### config.mk
export PLATFORM = sky130hd
export DESIGN_NAME = per_channel_dead_time_filter
export DESIGN_NICKNAME = d
export VERILOG_FILES = /design/src/hdl/pdtf_pkg.sv /design/src/hdl/pdtf_ram.sv /design/src/hdl/pdtf_front.sv /design/src/hdl/pdtf_queue.sv /design/src/hdl/pdtf_back.sv /design/src/hdl/per_channel_dead_time_filter.sv
export SDC_FILE = /design/constraint.sdc
export NUM_CORES = 2
export LEC_CHECK = 0
export ABC_AREA = 1
export BUFFER_PORTS_ARGS = -buffer_cell sky130_fd_sc_hd__buf_2
export CAP_MARGIN = 10
export CORE_ASPECT_RATIO = 1.25
export CORE_MARGIN = 10
export CORE_UTILIZATION = 50
export CTS_CLUSTER_DIAMETER = 50
export DETAILED_ROUTE_END_ITERATION = 8
export PLACE_DENSITY = 0.66
export SYNTH_ARGS = -nofsm -noshare
export SYNTH_HDL_FRONTEND = slang
export SYNTH_SLANG_ARGS = --single-unit
### constraint.sdc
create_clock -name clk -period 18.6 [get_ports clk]
set_input_delay 0 -clock clk [delete_from_list [all_inputs] [get_ports clk]]
set_output_delay 0 -clock clk [all_outputs]
set_load 0.01 [all_outputs]
### src/hdl/pdtf_pkg.sv
package pdtf_pkg;

  localparam int TABLE_DEPTH = 64;
  localparam int IDX_W       = $clog2(TABLE_DEPTH);
  localparam int CNT_W       = $clog2(TABLE_DEPTH + 1);

  localparam int QUEUE_DEPTH = 4;
  localparam int QPTR_W      = $clog2(QUEUE_DEPTH);
  localparam int QCNT_W      = $clog2(QUEUE_DEPTH + 1);

  localparam int KEY_W    = 13;
  localparam int TIME_W   = 19;
  localparam int DEAD_W   = 16;
  localparam int STRIP_W  = 13;
  localparam int CHIP_W   = 7;
  localparam int BOARD_W  = 10;
  localparam int CHARGE_W = 16;
  localparam int ENTRY_W  = KEY_W + TIME_W;

  localparam int APB_AW = 4;
  localparam int APB_DW = 32;

  localparam logic [1:0] REG_KEY_MODE     = 2'd0;
  localparam logic [1:0] REG_STRIP_DEAD   = 2'd1;
  localparam logic [1:0] REG_TRIGGER_DEAD = 2'd2;

  typedef struct packed {
    logic                      event_start;
    logic [KEY_W-1:0]          key;
    logic [DEAD_W-1:0]         dead;
    logic [STRIP_W-1:0]        strip_position;
    logic [CHIP_W-1:0]         chip_id;
    logic [BOARD_W-1:0]        board_chip_id;
    logic signed [TIME_W-1:0]  hit_time;
    logic [CHARGE_W-1:0]       hit_charge;
  } hit_item_t;

  typedef struct packed {
    logic             idle;
    logic [CNT_W-1:0] count;
  } bk_stat_t;

endpackage

### src/hdl/pdtf_ram.sv
module pdtf_ram #(
  parameter int WIDTH = 32,
  parameter int DEPTH = 64
) (
  input  logic                     clk,
  input  logic                     we,
  input  logic [$clog2(DEPTH)-1:0] waddr,
  input  logic [WIDTH-1:0]         wdata,
  input  logic                     re,
  input  logic [$clog2(DEPTH)-1:0] raddr,
  output logic [WIDTH-1:0]         rdata
);

  logic [WIDTH-1:0] mem_r [DEPTH];
  logic [WIDTH-1:0] rdata_r;

  always_ff @(posedge clk) begin
    if (we) begin
      mem_r[waddr] <= wdata;
    end
    if (re) begin
      rdata_r <= mem_r[raddr];
    end
  end

  assign rdata = rdata_r;

endmodule

### src/hdl/pdtf_front.sv
module pdtf_front (
  input  logic                                clk,
  input  logic                                rst_n,
  input  logic                                start,
  output logic                                busy,
  input  logic                                in_event_start,
  input  logic [pdtf_pkg::STRIP_W-1:0]        in_strip_position,
  input  logic [pdtf_pkg::CHIP_W-1:0]         in_chip_id,
  input  logic [pdtf_pkg::BOARD_W-1:0]        in_board_chip_id,
  input  logic signed [pdtf_pkg::TIME_W-1:0]  in_hit_time,
  input  logic [pdtf_pkg::CHARGE_W-1:0]       in_hit_charge,
  input  logic                                psel,
  input  logic                                penable,
  input  logic                                pwrite,
  input  logic [pdtf_pkg::APB_AW-1:0]         paddr,
  input  logic [pdtf_pkg::APB_DW-1:0]         pwdata,
  output logic [pdtf_pkg::APB_DW-1:0]         prdata,
  output logic                                pready,
  input  logic                                q_full,
  output logic                                push,
  output pdtf_pkg::hit_item_t                 push_item
);
  import pdtf_pkg::*;

  logic              key_mode_r;
  logic [DEAD_W-1:0] strip_dead_r;
  logic [DEAD_W-1:0] trig_dead_r;
  logic [1:0]        reg_idx;
  logic              wr_en;

  assign pready  = 1'b1;
  assign reg_idx = paddr[3:2];
  assign wr_en   = psel && penable && pwrite && pready;

  always_ff @(posedge clk) begin
    if (!rst_n) begin
      key_mode_r   <= 1'b0;
      strip_dead_r <= '0;
      trig_dead_r  <= '0;
    end else if (wr_en) begin
      case (reg_idx)
        REG_KEY_MODE:     key_mode_r   <= pwdata[0];
        REG_STRIP_DEAD:   strip_dead_r <= pwdata[DEAD_W-1:0];
        REG_TRIGGER_DEAD: trig_dead_r  <= pwdata[DEAD_W-1:0];
        default: ;
      endcase
    end
  end

  always_comb begin
    case (reg_idx)
      REG_KEY_MODE:     prdata = {{(APB_DW-1){1'b0}}, key_mode_r};
      REG_STRIP_DEAD:   prdata = {{(APB_DW-DEAD_W){1'b0}}, strip_dead_r};
      REG_TRIGGER_DEAD: prdata = {{(APB_DW-DEAD_W){1'b0}}, trig_dead_r};
      default:          prdata = '0;
    endcase
  end

  // The hit is classified here: the dead-time key and the dead time that
  // apply to it travel with the hit through the queue.
  assign busy = q_full;
  assign push = start && !busy;

  always_comb begin
    push_item.event_start    = in_event_start;
    push_item.key            = key_mode_r ?
                               {{(KEY_W-CHIP_W){1'b0}}, in_chip_id} : in_strip_position;
    push_item.dead           = key_mode_r ? trig_dead_r : strip_dead_r;
    push_item.strip_position = in_strip_position;
    push_item.chip_id        = in_chip_id;
    push_item.board_chip_id  = in_board_chip_id;
    push_item.hit_time       = in_hit_time;
    push_item.hit_charge     = in_hit_charge;
  end

endmodule

### src/hdl/pdtf_queue.sv
module pdtf_queue (
  input  logic                clk,
  input  logic                rst_n,
  input  logic                push,
  input  pdtf_pkg::hit_item_t push_item,
  input  logic                pop,
  output pdtf_pkg::hit_item_t pop_item,
  output logic                full,
  output logic                empty
);
  import pdtf_pkg::*;

  hit_item_t         mem_r [QUEUE_DEPTH];
  logic [QPTR_W-1:0] wr_ptr_r;
  logic [QPTR_W-1:0] rd_ptr_r;
  logic [QCNT_W-1:0] cnt_r;
  logic              do_push;
  logic              do_pop;

  assign full     = (cnt_r == QCNT_W'(QUEUE_DEPTH));
  assign empty    = (cnt_r == '0);
  assign do_push  = push && !full;
  assign do_pop   = pop && !empty;
  assign pop_item = mem_r[rd_ptr_r];

  always_ff @(posedge clk) begin
    if (do_push) begin
      mem_r[wr_ptr_r] <= push_item;
    end
  end

  always_ff @(posedge clk) begin
    if (!rst_n) begin
      wr_ptr_r <= '0;
      rd_ptr_r <= '0;
      cnt_r    <= '0;
    end else begin
      if (do_push) begin
        wr_ptr_r <= (wr_ptr_r == QPTR_W'(QUEUE_DEPTH - 1)) ? '0 : wr_ptr_r + 1'b1;
      end
      if (do_pop) begin
        rd_ptr_r <= (rd_ptr_r == QPTR_W'(QUEUE_DEPTH - 1)) ? '0 : rd_ptr_r + 1'b1;
      end
      if (do_push && !do_pop) begin
        cnt_r <= cnt_r + 1'b1;
      end else if (do_pop && !do_push) begin
        cnt_r <= cnt_r - 1'b1;
      end
    end
  end

endmodule

### src/hdl/pdtf_back.sv
module pdtf_back (
  input  logic                                clk,
  input  logic                                rst_n,
  input  logic                                q_empty,
  input  pdtf_pkg::hit_item_t                 q_item,
  output logic                                pop,
  output logic                                out_valid,
  output logic [pdtf_pkg::STRIP_W-1:0]        out_strip_position,
  output logic [pdtf_pkg::CHIP_W-1:0]         out_chip_id,
  output logic [pdtf_pkg::BOARD_W-1:0]        out_board_chip_id,
  output logic signed [pdtf_pkg::TIME_W-1:0]  out_time,
  output logic [pdtf_pkg::CHARGE_W-1:0]       out_charge,
  output logic                                out_table_overflow,
  output pdtf_pkg::bk_stat_t                  stat
);
  import pdtf_pkg::*;

  typedef enum logic {
    ST_IDLE,
    ST_WALK
  } state_t;

  state_t                    state_r;
  hit_item_t                 item_r;
  logic [CNT_W-1:0]          count_r;
  logic [CNT_W-1:0]          idx_r;
  logic                      cmp_vld_r;
  logic                      out_valid_r;
  logic [STRIP_W-1:0]        out_strip_r;
  logic [CHIP_W-1:0]         out_chip_r;
  logic [BOARD_W-1:0]        out_board_r;
  logic signed [TIME_W-1:0]  out_time_r;
  logic [CHARGE_W-1:0]       out_charge_r;
  logic                      out_ovf_r;

  logic                      rd_en;
  logic                      wr_en;
  logic                      room;
  logic                      done;
  logic                      match;
  logic [ENTRY_W-1:0]        rd_data;
  logic [KEY_W-1:0]          ent_key;
  logic signed [TIME_W-1:0]  ent_time;
  logic [TIME_W:0]           diff;

  assign room  = (count_r < CNT_W'(TABLE_DEPTH));
  assign pop   = (state_r == ST_IDLE) && !q_empty;
  assign rd_en = (state_r == ST_WALK) && (idx_r < count_r);
  assign done  = (state_r == ST_WALK) && !rd_en && !cmp_vld_r;
  assign wr_en = done && room;

  pdtf_ram #(
    .WIDTH (ENTRY_W),
    .DEPTH (TABLE_DEPTH)
  ) u_table (
    .clk   (clk),
    .we    (wr_en),
    .waddr (count_r[IDX_W-1:0]),
    .wdata ({item_r.key, item_r.hit_time}),
    .re    (rd_en),
    .raddr (idx_r[IDX_W-1:0]),
    .rdata (rd_data)
  );

  assign ent_key  = rd_data[ENTRY_W-1:TIME_W];
  assign ent_time = $signed(rd_data[TIME_W-1:0]);

  // An entry kills the hit only if it is strictly earlier, so the difference
  // is positive and fits in TIME_W bits as an unsigned value.
  assign diff  = {item_r.hit_time[TIME_W-1], item_r.hit_time}
               - {ent_time[TIME_W-1], ent_time};
  assign match = cmp_vld_r && (ent_key == item_r.key) && (ent_time < item_r.hit_time)
              && (diff < {{(TIME_W + 1 - DEAD_W){1'b0}}, item_r.dead});

  always_ff @(posedge clk) begin
    if (!rst_n) begin
      state_r     <= ST_IDLE;
      count_r     <= '0;
      idx_r       <= '0;
      cmp_vld_r   <= 1'b0;
      out_valid_r <= 1'b0;
    end else begin
      out_valid_r <= 1'b0;
      cmp_vld_r   <= rd_en;
      case (state_r)
        ST_IDLE: begin
          if (!q_empty) begin
            item_r <= q_item;
            idx_r  <= '0;
            if (q_item.event_start) begin
              count_r <= '0;
            end
            state_r <= ST_WALK;
          end
        end
        ST_WALK: begin
          if (rd_en) begin
            idx_r <= idx_r + 1'b1;
          end
          if (match) begin
            cmp_vld_r <= 1'b0;
            state_r   <= ST_IDLE;
          end else if (done) begin
            out_valid_r  <= 1'b1;
            out_strip_r  <= item_r.strip_position;
            out_chip_r   <= item_r.chip_id;
            out_board_r  <= item_r.board_chip_id;
            out_time_r   <= item_r.hit_time;
            out_charge_r <= item_r.hit_charge;
            out_ovf_r    <= !room;
            if (room) begin
              count_r <= count_r + 1'b1;
            end
            state_r <= ST_IDLE;
          end
        end
        default: state_r <= ST_IDLE;
      endcase
    end
  end

  assign out_valid          = out_valid_r;
  assign out_strip_position = out_strip_r;
  assign out_chip_id        = out_chip_r;
  assign out_board_chip_id  = out_board_r;
  assign out_time           = out_time_r;
  assign out_charge         = out_charge_r;
  assign out_table_overflow = out_ovf_r;
  assign stat.idle          = (state_r == ST_IDLE);
  assign stat.count         = count_r;

endmodule

### src/hdl/per_channel_dead_time_filter.sv
// Channel   Handshake                      Payload
// input     start / busy                   in_event_start, in_strip_position, in_chip_id,
//                                          in_board_chip_id, in_hit_time, in_hit_charge
// result    out_valid (one-cycle strobe)   out_strip_position, out_chip_id, out_board_chip_id,
//                                          out_time, out_charge, out_table_overflow
// config    psel / penable / pready        paddr, pwdata, prdata
//
// In the back end a hit walks the N table entries recorded so far in the event
// (at most TABLE_DEPTH), with one table RAM read per entry.
// A hit killed by an entry leaves as soon as that entry is compared.
// A four-entry queue holds classified hits; busy is high only while it is full.
// rst_n is synchronous; it clears the configuration registers, the queue and the entry count.
// Results cannot be stalled: each is shown for exactly one cycle.
module per_channel_dead_time_filter (
  input  logic                                clk,
  input  logic                                rst_n,
  input  logic                                start,
  output logic                                busy,
  input  logic                                in_event_start,
  input  logic [pdtf_pkg::STRIP_W-1:0]        in_strip_position,
  input  logic [pdtf_pkg::CHIP_W-1:0]         in_chip_id,
  input  logic [pdtf_pkg::BOARD_W-1:0]        in_board_chip_id,
  input  logic signed [pdtf_pkg::TIME_W-1:0]  in_hit_time,
  input  logic [pdtf_pkg::CHARGE_W-1:0]       in_hit_charge,
  output logic                                out_valid,
  output logic [pdtf_pkg::STRIP_W-1:0]        out_strip_position,
  output logic [pdtf_pkg::CHIP_W-1:0]         out_chip_id,
  output logic [pdtf_pkg::BOARD_W-1:0]        out_board_chip_id,
  output logic signed [pdtf_pkg::TIME_W-1:0]  out_time,
  output logic [pdtf_pkg::CHARGE_W-1:0]       out_charge,
  output logic                                out_table_overflow,
  input  logic                                psel,
  input  logic                                penable,
  input  logic                                pwrite,
  input  logic [pdtf_pkg::APB_AW-1:0]         paddr,
  input  logic [pdtf_pkg::APB_DW-1:0]         pwdata,
  output logic [pdtf_pkg::APB_DW-1:0]         prdata,
  output logic                                pready
);
  import pdtf_pkg::*;

  logic      q_full;
  logic      q_empty;
  logic      push;
  logic      pop;
  hit_item_t push_item;
  hit_item_t pop_item;
  bk_stat_t  stat;

  pdtf_front u_front (
    .clk               (clk),
    .rst_n             (rst_n),
    .start             (start),
    .busy              (busy),
    .in_event_start    (in_event_start),
    .in_strip_position (in_strip_position),
    .in_chip_id        (in_chip_id),
    .in_board_chip_id  (in_board_chip_id),
    .in_hit_time       (in_hit_time),
    .in_hit_charge     (in_hit_charge),
    .psel              (psel),
    .penable           (penable),
    .pwrite            (pwrite),
    .paddr             (paddr),
    .pwdata            (pwdata),
    .prdata            (prdata),
    .pready            (pready),
    .q_full            (q_full),
    .push              (push),
    .push_item         (push_item)
  );

  pdtf_queue u_queue (
    .clk       (clk),
    .rst_n     (rst_n),
    .push      (push),
    .push_item (push_item),
    .pop       (pop),
    .pop_item  (pop_item),
    .full      (q_full),
    .empty     (q_empty)
  );

  pdtf_back u_back (
    .clk                (clk),
    .rst_n              (rst_n),
    .q_empty            (q_empty),
    .q_item             (pop_item),
    .pop                (pop),
    .out_valid          (out_valid),
    .out_strip_position (out_strip_position),
    .out_chip_id        (out_chip_id),
    .out_board_chip_id  (out_board_chip_id),
    .out_time           (out_time),
    .out_charge         (out_charge),
    .out_table_overflow (out_table_overflow),
    .stat               (stat)
  );

  // Each hit passes through the idle and walk states in the back end, so results never come back to back.
  a_no_back_to_back_results: assert property (@(posedge clk) disable iff (!rst_n)
    out_valid |=> !out_valid)
    else $error("two results in consecutive cycles");

  a_overflow_only_when_full: assert property (@(posedge clk) disable iff (!rst_n)
    (out_valid && out_table_overflow) |-> (stat.count == CNT_W'(TABLE_DEPTH)))
    else $error("overflow flagged while the table has room");

  a_count_in_range: assert property (@(posedge clk) disable iff (!rst_n)
    stat.count <= CNT_W'(TABLE_DEPTH))
    else $error("entry count beyond table depth");

  a_result_from_back_end: assert property (@(posedge clk) disable iff (!rst_n)
    out_valid |-> $past(!stat.idle))
    else $error("result without a hit in the back end");

endmodule

Yosys cells after proc, flatten, opt, wreduce, memory -nomap -nowiden --
Memories as Yosys holds them, arrays and structs flattened. A register that Yosys moved wholly into a read port is not among the register bits. Cells that the tools add are included.
Cells by class: multiplexer cells 29, reduce and logical (&&, ||, !) cells 33, $mul 0, $add $sub $neg 7, eq/ne operators 12, order comparisons 4, bitwise gates (word level) 4, shift-type cells 0, divide/modulo/power cells 0
Operators by type and width (count):
- two-way mux 7 bit | 7
- case mux 16 bit (3 select lines) | 1
- case mux 7 bit (2 select lines) | 2
- < comparator 20 x 16 -> 1 bit | 1
- subtractor 19 x 19 -> 20 bit | 1
- < comparator 19 bit | 1
- two-way mux 16 bit | 1
- logical AND 1 bit | 15
- adder 7 x 1 -> 7 bit (second input constant) | 2
- equality test 13 bit | 1
- two-way mux 13 bit | 1
- two-way mux 1 bit | 10
- inequality test 2 bit (second input constant) | 5
- two-way mux 2 bit | 4
- AND reduction 2 bit | 4
- zero test 1 bit | 7
- < comparator 7 bit | 1
- < comparator 7 bit (second input constant) | 1
- equality test 2 bit (second input constant) | 3
- two-way mux 3 bit | 2
- AND reduction 5 bit | 1
- adder 2 x 1 -> 2 bit (second input constant) | 2
- inverter 1 bit | 4
- AND reduction 4 bit | 1
- 11 further kinds | 11
Storage, ports and cells: word-level logic and storage cells 115, bits in read-only memories 0, bits of input ports 108, output and inout bits 101, latch bits 0, bits in registers 217, memories 2, memory bits (writable) 2428
Memories:
- u_back.u_table.mem_r | words 64, bits a word 32, rd ports 1, clocked after memory_dff 1, wr ports 1, line pdtf_ram.sv:14 | logic [WIDTH-1:0] mem_r [DEPTH];
- u_queue.mem_r | words 4, bits a word 95, rd ports 1, clocked after memory_dff 1, wr ports 1, line pdtf_queue.sv:13 | hit_item_t mem_r [QUEUE_DEPTH];

Logic depth before layout (Yosys ltp) --
word-level depth 8, mapped depth 24, mapped depth without buffers 24

By module --
Synthesis repeated with hierarchy kept, for this count alone.
Second synthesis, totals: cell total of the unflattened synthesis 8839, area, all modules 108081.2 um^2
By module, submodules not included:
- pdtf_ram | times used 1, area each 83058.4 um^2, seq. area each 62459.9 um^2, cells each 6769
- pdtf_queue | times used 1, area each 14564.0 um^2, seq. area each 11591.1 um^2, cells each 990
- pdtf_back | times used 1, area each 7807.5 um^2, seq. area each 5144.9 um^2, cells each 679
- pdtf_front | times used 1, area each 2651.3 um^2, seq. area each 660.6 um^2, cells each 401

Worst setup path after synthesis --
Ideal clock, no wire load.
path kind reg-to-reg, from register u_back.item_r[16] in the netlist's numbering, to register u_back.out_board_r[0], in the netlist u_back.out_board_chip_id[0], enable pin, buffers on the path 0, setup time 0.490 ns, clock period less this slack 6.668 ns, required time 18.110 ns, path slack 11.932 ns, arrival 6.178 ns, stages on the path, launching flop included 21, path through edfxtp_1 > inv_1 > ha_1 > fa_1 > inv_1 > a21oi_1 > o31ai_1 > a21oi_1 > xnor2_1 > ha_1 > nand2_1 > o21bai_1 > nand2_1 > nor2_1 > nand2_1 > nor2_1 > nand4_1 > nor2_1 > nand3_1 > nand2_1 > nor2_1
Between the ends: longest elaborated chain between the ends 5, elaborated cells between the ends (all ways) 7, those cells by class add/sub: 1; order compare: 2; bitwise: 1; reduce/logical: 3
Ends and longest elaborated chain:
- start, declared | line pdtf_back.sv:24 | hit_item_t item_r;
- start signal, assigned | line pdtf_back.sv:88 | item_r <= q_item;
- subtractor 19 x 19 -> 20 bit or < comparator 19 bit (tied branches) | line pdtf_back.sv:71, pdtf_back.sv:72
- < comparator 20 x 16 -> 1 bit or logical AND 1 bit (tied branches) | line pdtf_back.sv:73, pdtf_back.sv:72
- logical AND 1 bit (*) | line pdtf_back.sv:73 | && (diff < {{(TIME_W + 1 - DEAD_W){1'b0}}, item_r.dead});
- inverter 1 bit (no line) (*)
- AND reduction 4 bit (no line) (*)
- end signal, assigned | line pdtf_back.sv:107 | out_board_r <= item_r.board_chip_id;
- end, declared | line pdtf_back.sv:31 | logic [BOARD_W-1:0] out_board_r;
Mark *: on every way between the ends. The rest lies on a longest branch, timed or not. A chain may end at the register's enable or synchronous reset.

Worst setup path in the final report --
from register u_back.idx_r[1], to register u_back.u_table.rdata_r[9], in the netlist u_back.u_table.rdata[9], read port of u_back.u_table.mem_r (data pin)
Between the ends: longest elaborated chain between the ends 2
Ends and longest elaborated chain:
- start, declared | line pdtf_back.sv:26 | logic [CNT_W-1:0] idx_r;
- start signal, assigned | line pdtf_back.sv:98 | idx_r <= idx_r + 1'b1;
- < comparator 7 bit | line pdtf_back.sv:48 | assign rd_en = (state_r == ST_WALK) && (idx_r < count_r);
- logical AND 1 bit | line pdtf_back.sv:48
- end, declared | line pdtf_ram.sv:15 | logic [WIDTH-1:0] rdata_r;
Several ways; a longest one is shown, not always the timed one.

==> impl_results.md <==
* Status: finished clean
* Cell leakage power at 38.6 nW
* Sequential Power Share at 47.7%
* Slew of the pin with the lowest slew margin at 1.15 ns
* DR vias/cell at 6.10
* PwrDens at 134 nW/µm²
* Die width at 429 µm
* Critical path data arrival time at 6.48 ns
* I/O pin cnt at 209
* NumNets Final at 8151
* Max Cap Viol at 0
* 1st-pass router iterations at 6
* Worst setup SP type: register
* Cell depth of the worst setup path at 11
* Library cells used by synthesis at 45
* Switching Fraction at 30.9%
* Mapped cell area at 104000 µm²
* Setup TNS at 0 ns
* First-pass GRT wire length at 413 mm
* Avg WL per Cell at 25.6 µm
* Top FF cell, synth: edfxtp_1
* DIE HEIGHT at 531 µm
* Reg2reg path depth at 11
* Util after Layout at 56.9%
* Max stage delay cell, worst path: buf_4
* Sequential area share after synthesis at 76.5%
* Cell Rows at 187
* Slew headroom at 22.4%
* GRT Residual Overflow at 0
* Clk sinks at 2679
* Starting Density at 50.3%
* Min Tclk post-route at 5.78 ns
* CTS tree: built
* Total Power at 0.0158 W
* CTS resizes at 0
* Number of synthesized flops with an enable pin at 2620
* Total wire length at 280 mm
* P_int at 0.0109 W
* Post-CTS Hold Buffers at 214
* Min-Delay Path Depth at 3
* Logic pwr share at 21.6%
* Synth Warn # at 0
* Clock buffer count from CTS at 237
* Clk buf depth at 3
* Clk root buf: clkbuf_16
* CP max stage delay at 0.82 ns
* Crit share post-route at 31.1%
* Clk_lat worst skew at 0.90 ns
* Hold WC Path Type: in -> reg
* Clock transition at path regs at 0.07 ns
* GP Congestion at 0.845
* RSZ-0062 raised after global routing: false
* DP HPWL at 143 mm
* Largest net degree at the start of global routing at 209
* Full die area at 228000 µm²
* Buf/Inv on CP at 5
* Crit path cell chain: inv_8 -> buf_4 -> buf_4 -> buf_4 -> buf_4 -> o21ai_0 -> o221ai_1 -> o211ai_1 -> nand3_1 -> nand2_1 -> nand3_1
* Slew Limit Fails at 0
* Crit. End Element: register
* GRT Util Overall at 23.8%
* Area Growth Syn to Fin at 13.1%
* Cells after Synth at 7714
* I/O Buffers at 173
* WS Path Type: reg -> reg
* CP dominant cell by count: buf_4
* Clock H-tree levels at 4
* Final setup viols at 0
* Clk pwr share at 30.7%
* Vias in the first global route at 65700
* DRC viols at 0
* CP top delay family: buffers and inverters
* Synth async-reset ratio at 0%
* Worst Path Required at 19.30 ns
* Vias at 66700
* Critical path peak fanout at 117
* Antenna violations before repair at 13
* Fmax at 173 MHz
* Share of layout cells above drive strength 1 at 9.63%
* Mean area per synthesized cell at 13.5 µm²
* Final Hold Vio Count at 0
* Clock Skew at 0.0517 ns
* VDD IR max at 0.114 mV
* Postcts setup bufs at 0
* Iter 0 DRT Violations at 7826
* Synthesized flop and latch total at 2679
* Filler cells at 16000
* Routed Antenna Nets at 0
* Psw at 0.00487 W
* Core ar. at 208000 µm²
worst min-delay path, cell delays in order:
cell and delay [ns]:
dlygate4sd3_1 0.52, buf_2 0.11, mux2_2 0.21
metrics by stage:
| stage | hold slack (ns) | setup slack, ns | instances | cell area [µm²] |
|---|---|---|---|---|
| 4_1_cts | 0.000567 | 12.83 | 10900 | 118000 |
| 6_report | 0.0743 | 12.82 | 10900 | 118000 |
| 3_3_place_gp | 0.210 | 12.93 | 10300 | 108000 |
| 3_5_place_dp | 0.215 | 12.85 | 10300 | 108000 |
| 2_1_floorplan | 0.0989 | 11.93 | 7729 | 104000 |
| 5_1_grt | 0.0535 | 12.47 | 10900 | 118000 |
metal layers:
metal	wire [µm]	global-route usage, %
met1	106000	29.6
met2	139000	40.9
met3	23500	4.63
met4	11800	9.86
met5	7	0
registers in the layout, summed over array words and instances (netlist names), 2 cells and up, named ones only:
name and cells:
u_queue.rd_ptr_r 2, u_back.out_strip_position 13, u_back.u_table.rdata 32, u_queue.wr_ptr_r 2
u_queue.cnt_r 3, u_back.count_r 7, u_front.strip_dead_r 16, u_back.out_board_chip_id 10
u_back.u_table.mem_r 2048, u_back.idx_r 7, u_back.out_time 19, u_back.out_charge 16
u_back.out_chip_id 7, u_front.trig_dead_r 16, u_back.item_r 94, u_queue.mem_r 380
synthesized netlist by cell type (49+ instances only):
cell | instances | area (µm²)
edfxtp_1 | 2620 | 78700
nor2_1 | 1371 | 5150
o21ai_0 | 1292 | 6470
nand2_1 | 465 | 1750
o22ai_1 | 410 | 2560
clkbuf_1 | 335 | 1260
nand3_1 | 246 | 1230
o221ai_1 | 198 | 1730
inv_1 | 162 | 608
a21oi_1 | 120 | 601
buf_2 | 116 | 581
dfxtp_1 | 59 | 1180
o211ai_1 | 59 | 443
ha_1 | 49 | 613
logic make-up (layout without fill, tap and decap cells):
kind of cell	Yosys count	in the layout	synth area share (%)
buf+inv	697	1162	2.93
xor+xnor	21	21	0.176
fa+ha+maj	51	51	0.625
mux	7	7	0.0755
simple gates	2157	2157	8.27
flops	2679	2679	76.5
other cells	2	25	0.00719
compound gates	2100	2100	11.4
layout by cell type, fill, tap and decap left out, types with 8 or more instances in the layout:
cell	Yosys	routed
clkinv_1	4	51
buf_12	0	8
nand4_1	41	41
ha_1	49	49
xor2_1	10	10
inv_1	162	159
o22ai_1	410	410
clkinv_2	0	44
o211ai_1	59	59
bufinv_16	0	20
clkinvlp_4	0	9
dlygate4sd3_1	0	214
clkbuf_16	0	239
buf_2	116	173
conb_1	2	17
nand3_1	246	246
nand2_1	465	465
buf_4	43	155
nor2_1	1371	1302
nor2_4	0	69
xnor2_1	11	11
edfxtp_1	2620	2620
nor3_1	15	13
o221ai_1	198	198
inv_6	1	8
clkbuf_1	335	50
dfxtp_1	59	53
o21ai_0	1292	1292
diode_2	0	8
a21oi_1	120	120
layout make-up:
class / count / area, µm² / share of cell area, %
multi-input cells: 4353 / 22100 / 18.7
inverters: 171 / 693 / 0.587
clock inverters: 146 / 1440 / 1.22
diodes: 8 / 20.0 / 0.0169
well taps: 2740 / 3430 / 2.90
repair buffers: 550 / 4330 / 3.67
flip-flops and latches: 2679 / 79900 / 67.6
clock buffers: 295 / 6250 / 5.29
path summary, 6_finish.rpt:
kind	startpoint	endpoint	slack, ns
setup reg to reg	u_back.idx_r[1]$_SDFFE_PN0P_	u_back.u_table.rdata[9]$_DFFE_PP_	12.82
setup / recovery	u_back.idx_r[1]$_SDFFE_PN0P_	u_back.u_table.rdata[9]$_DFFE_PP_	12.82
hold / removal	in_strip_position[3]	u_queue.mem_r[0][84]$_DFFE_PP_	0.07
hold reg to reg	u_back.item_r[39]$_DFFE_PP_	u_back.out_board_chip_id[4]$_DFFE_PP_	0.42
power by group through the flow:
stage / combinational [W] / clock [W] / sequential (W)
after global placement: 0.00323 / 0 / 0.00763
final: 0.00341 / 0.00485 / 0.00752
after floorplan: 0.00203 / 0 / 0.00783
after global routing: 0.00374 / 0.00514 / 0.00754
after CTS: 0.00338 / 0.00490 / 0.00751
after detailed placement: 0.00333 / 0 / 0.00764
No activity file was read; power rests on OpenSTA's default activity.
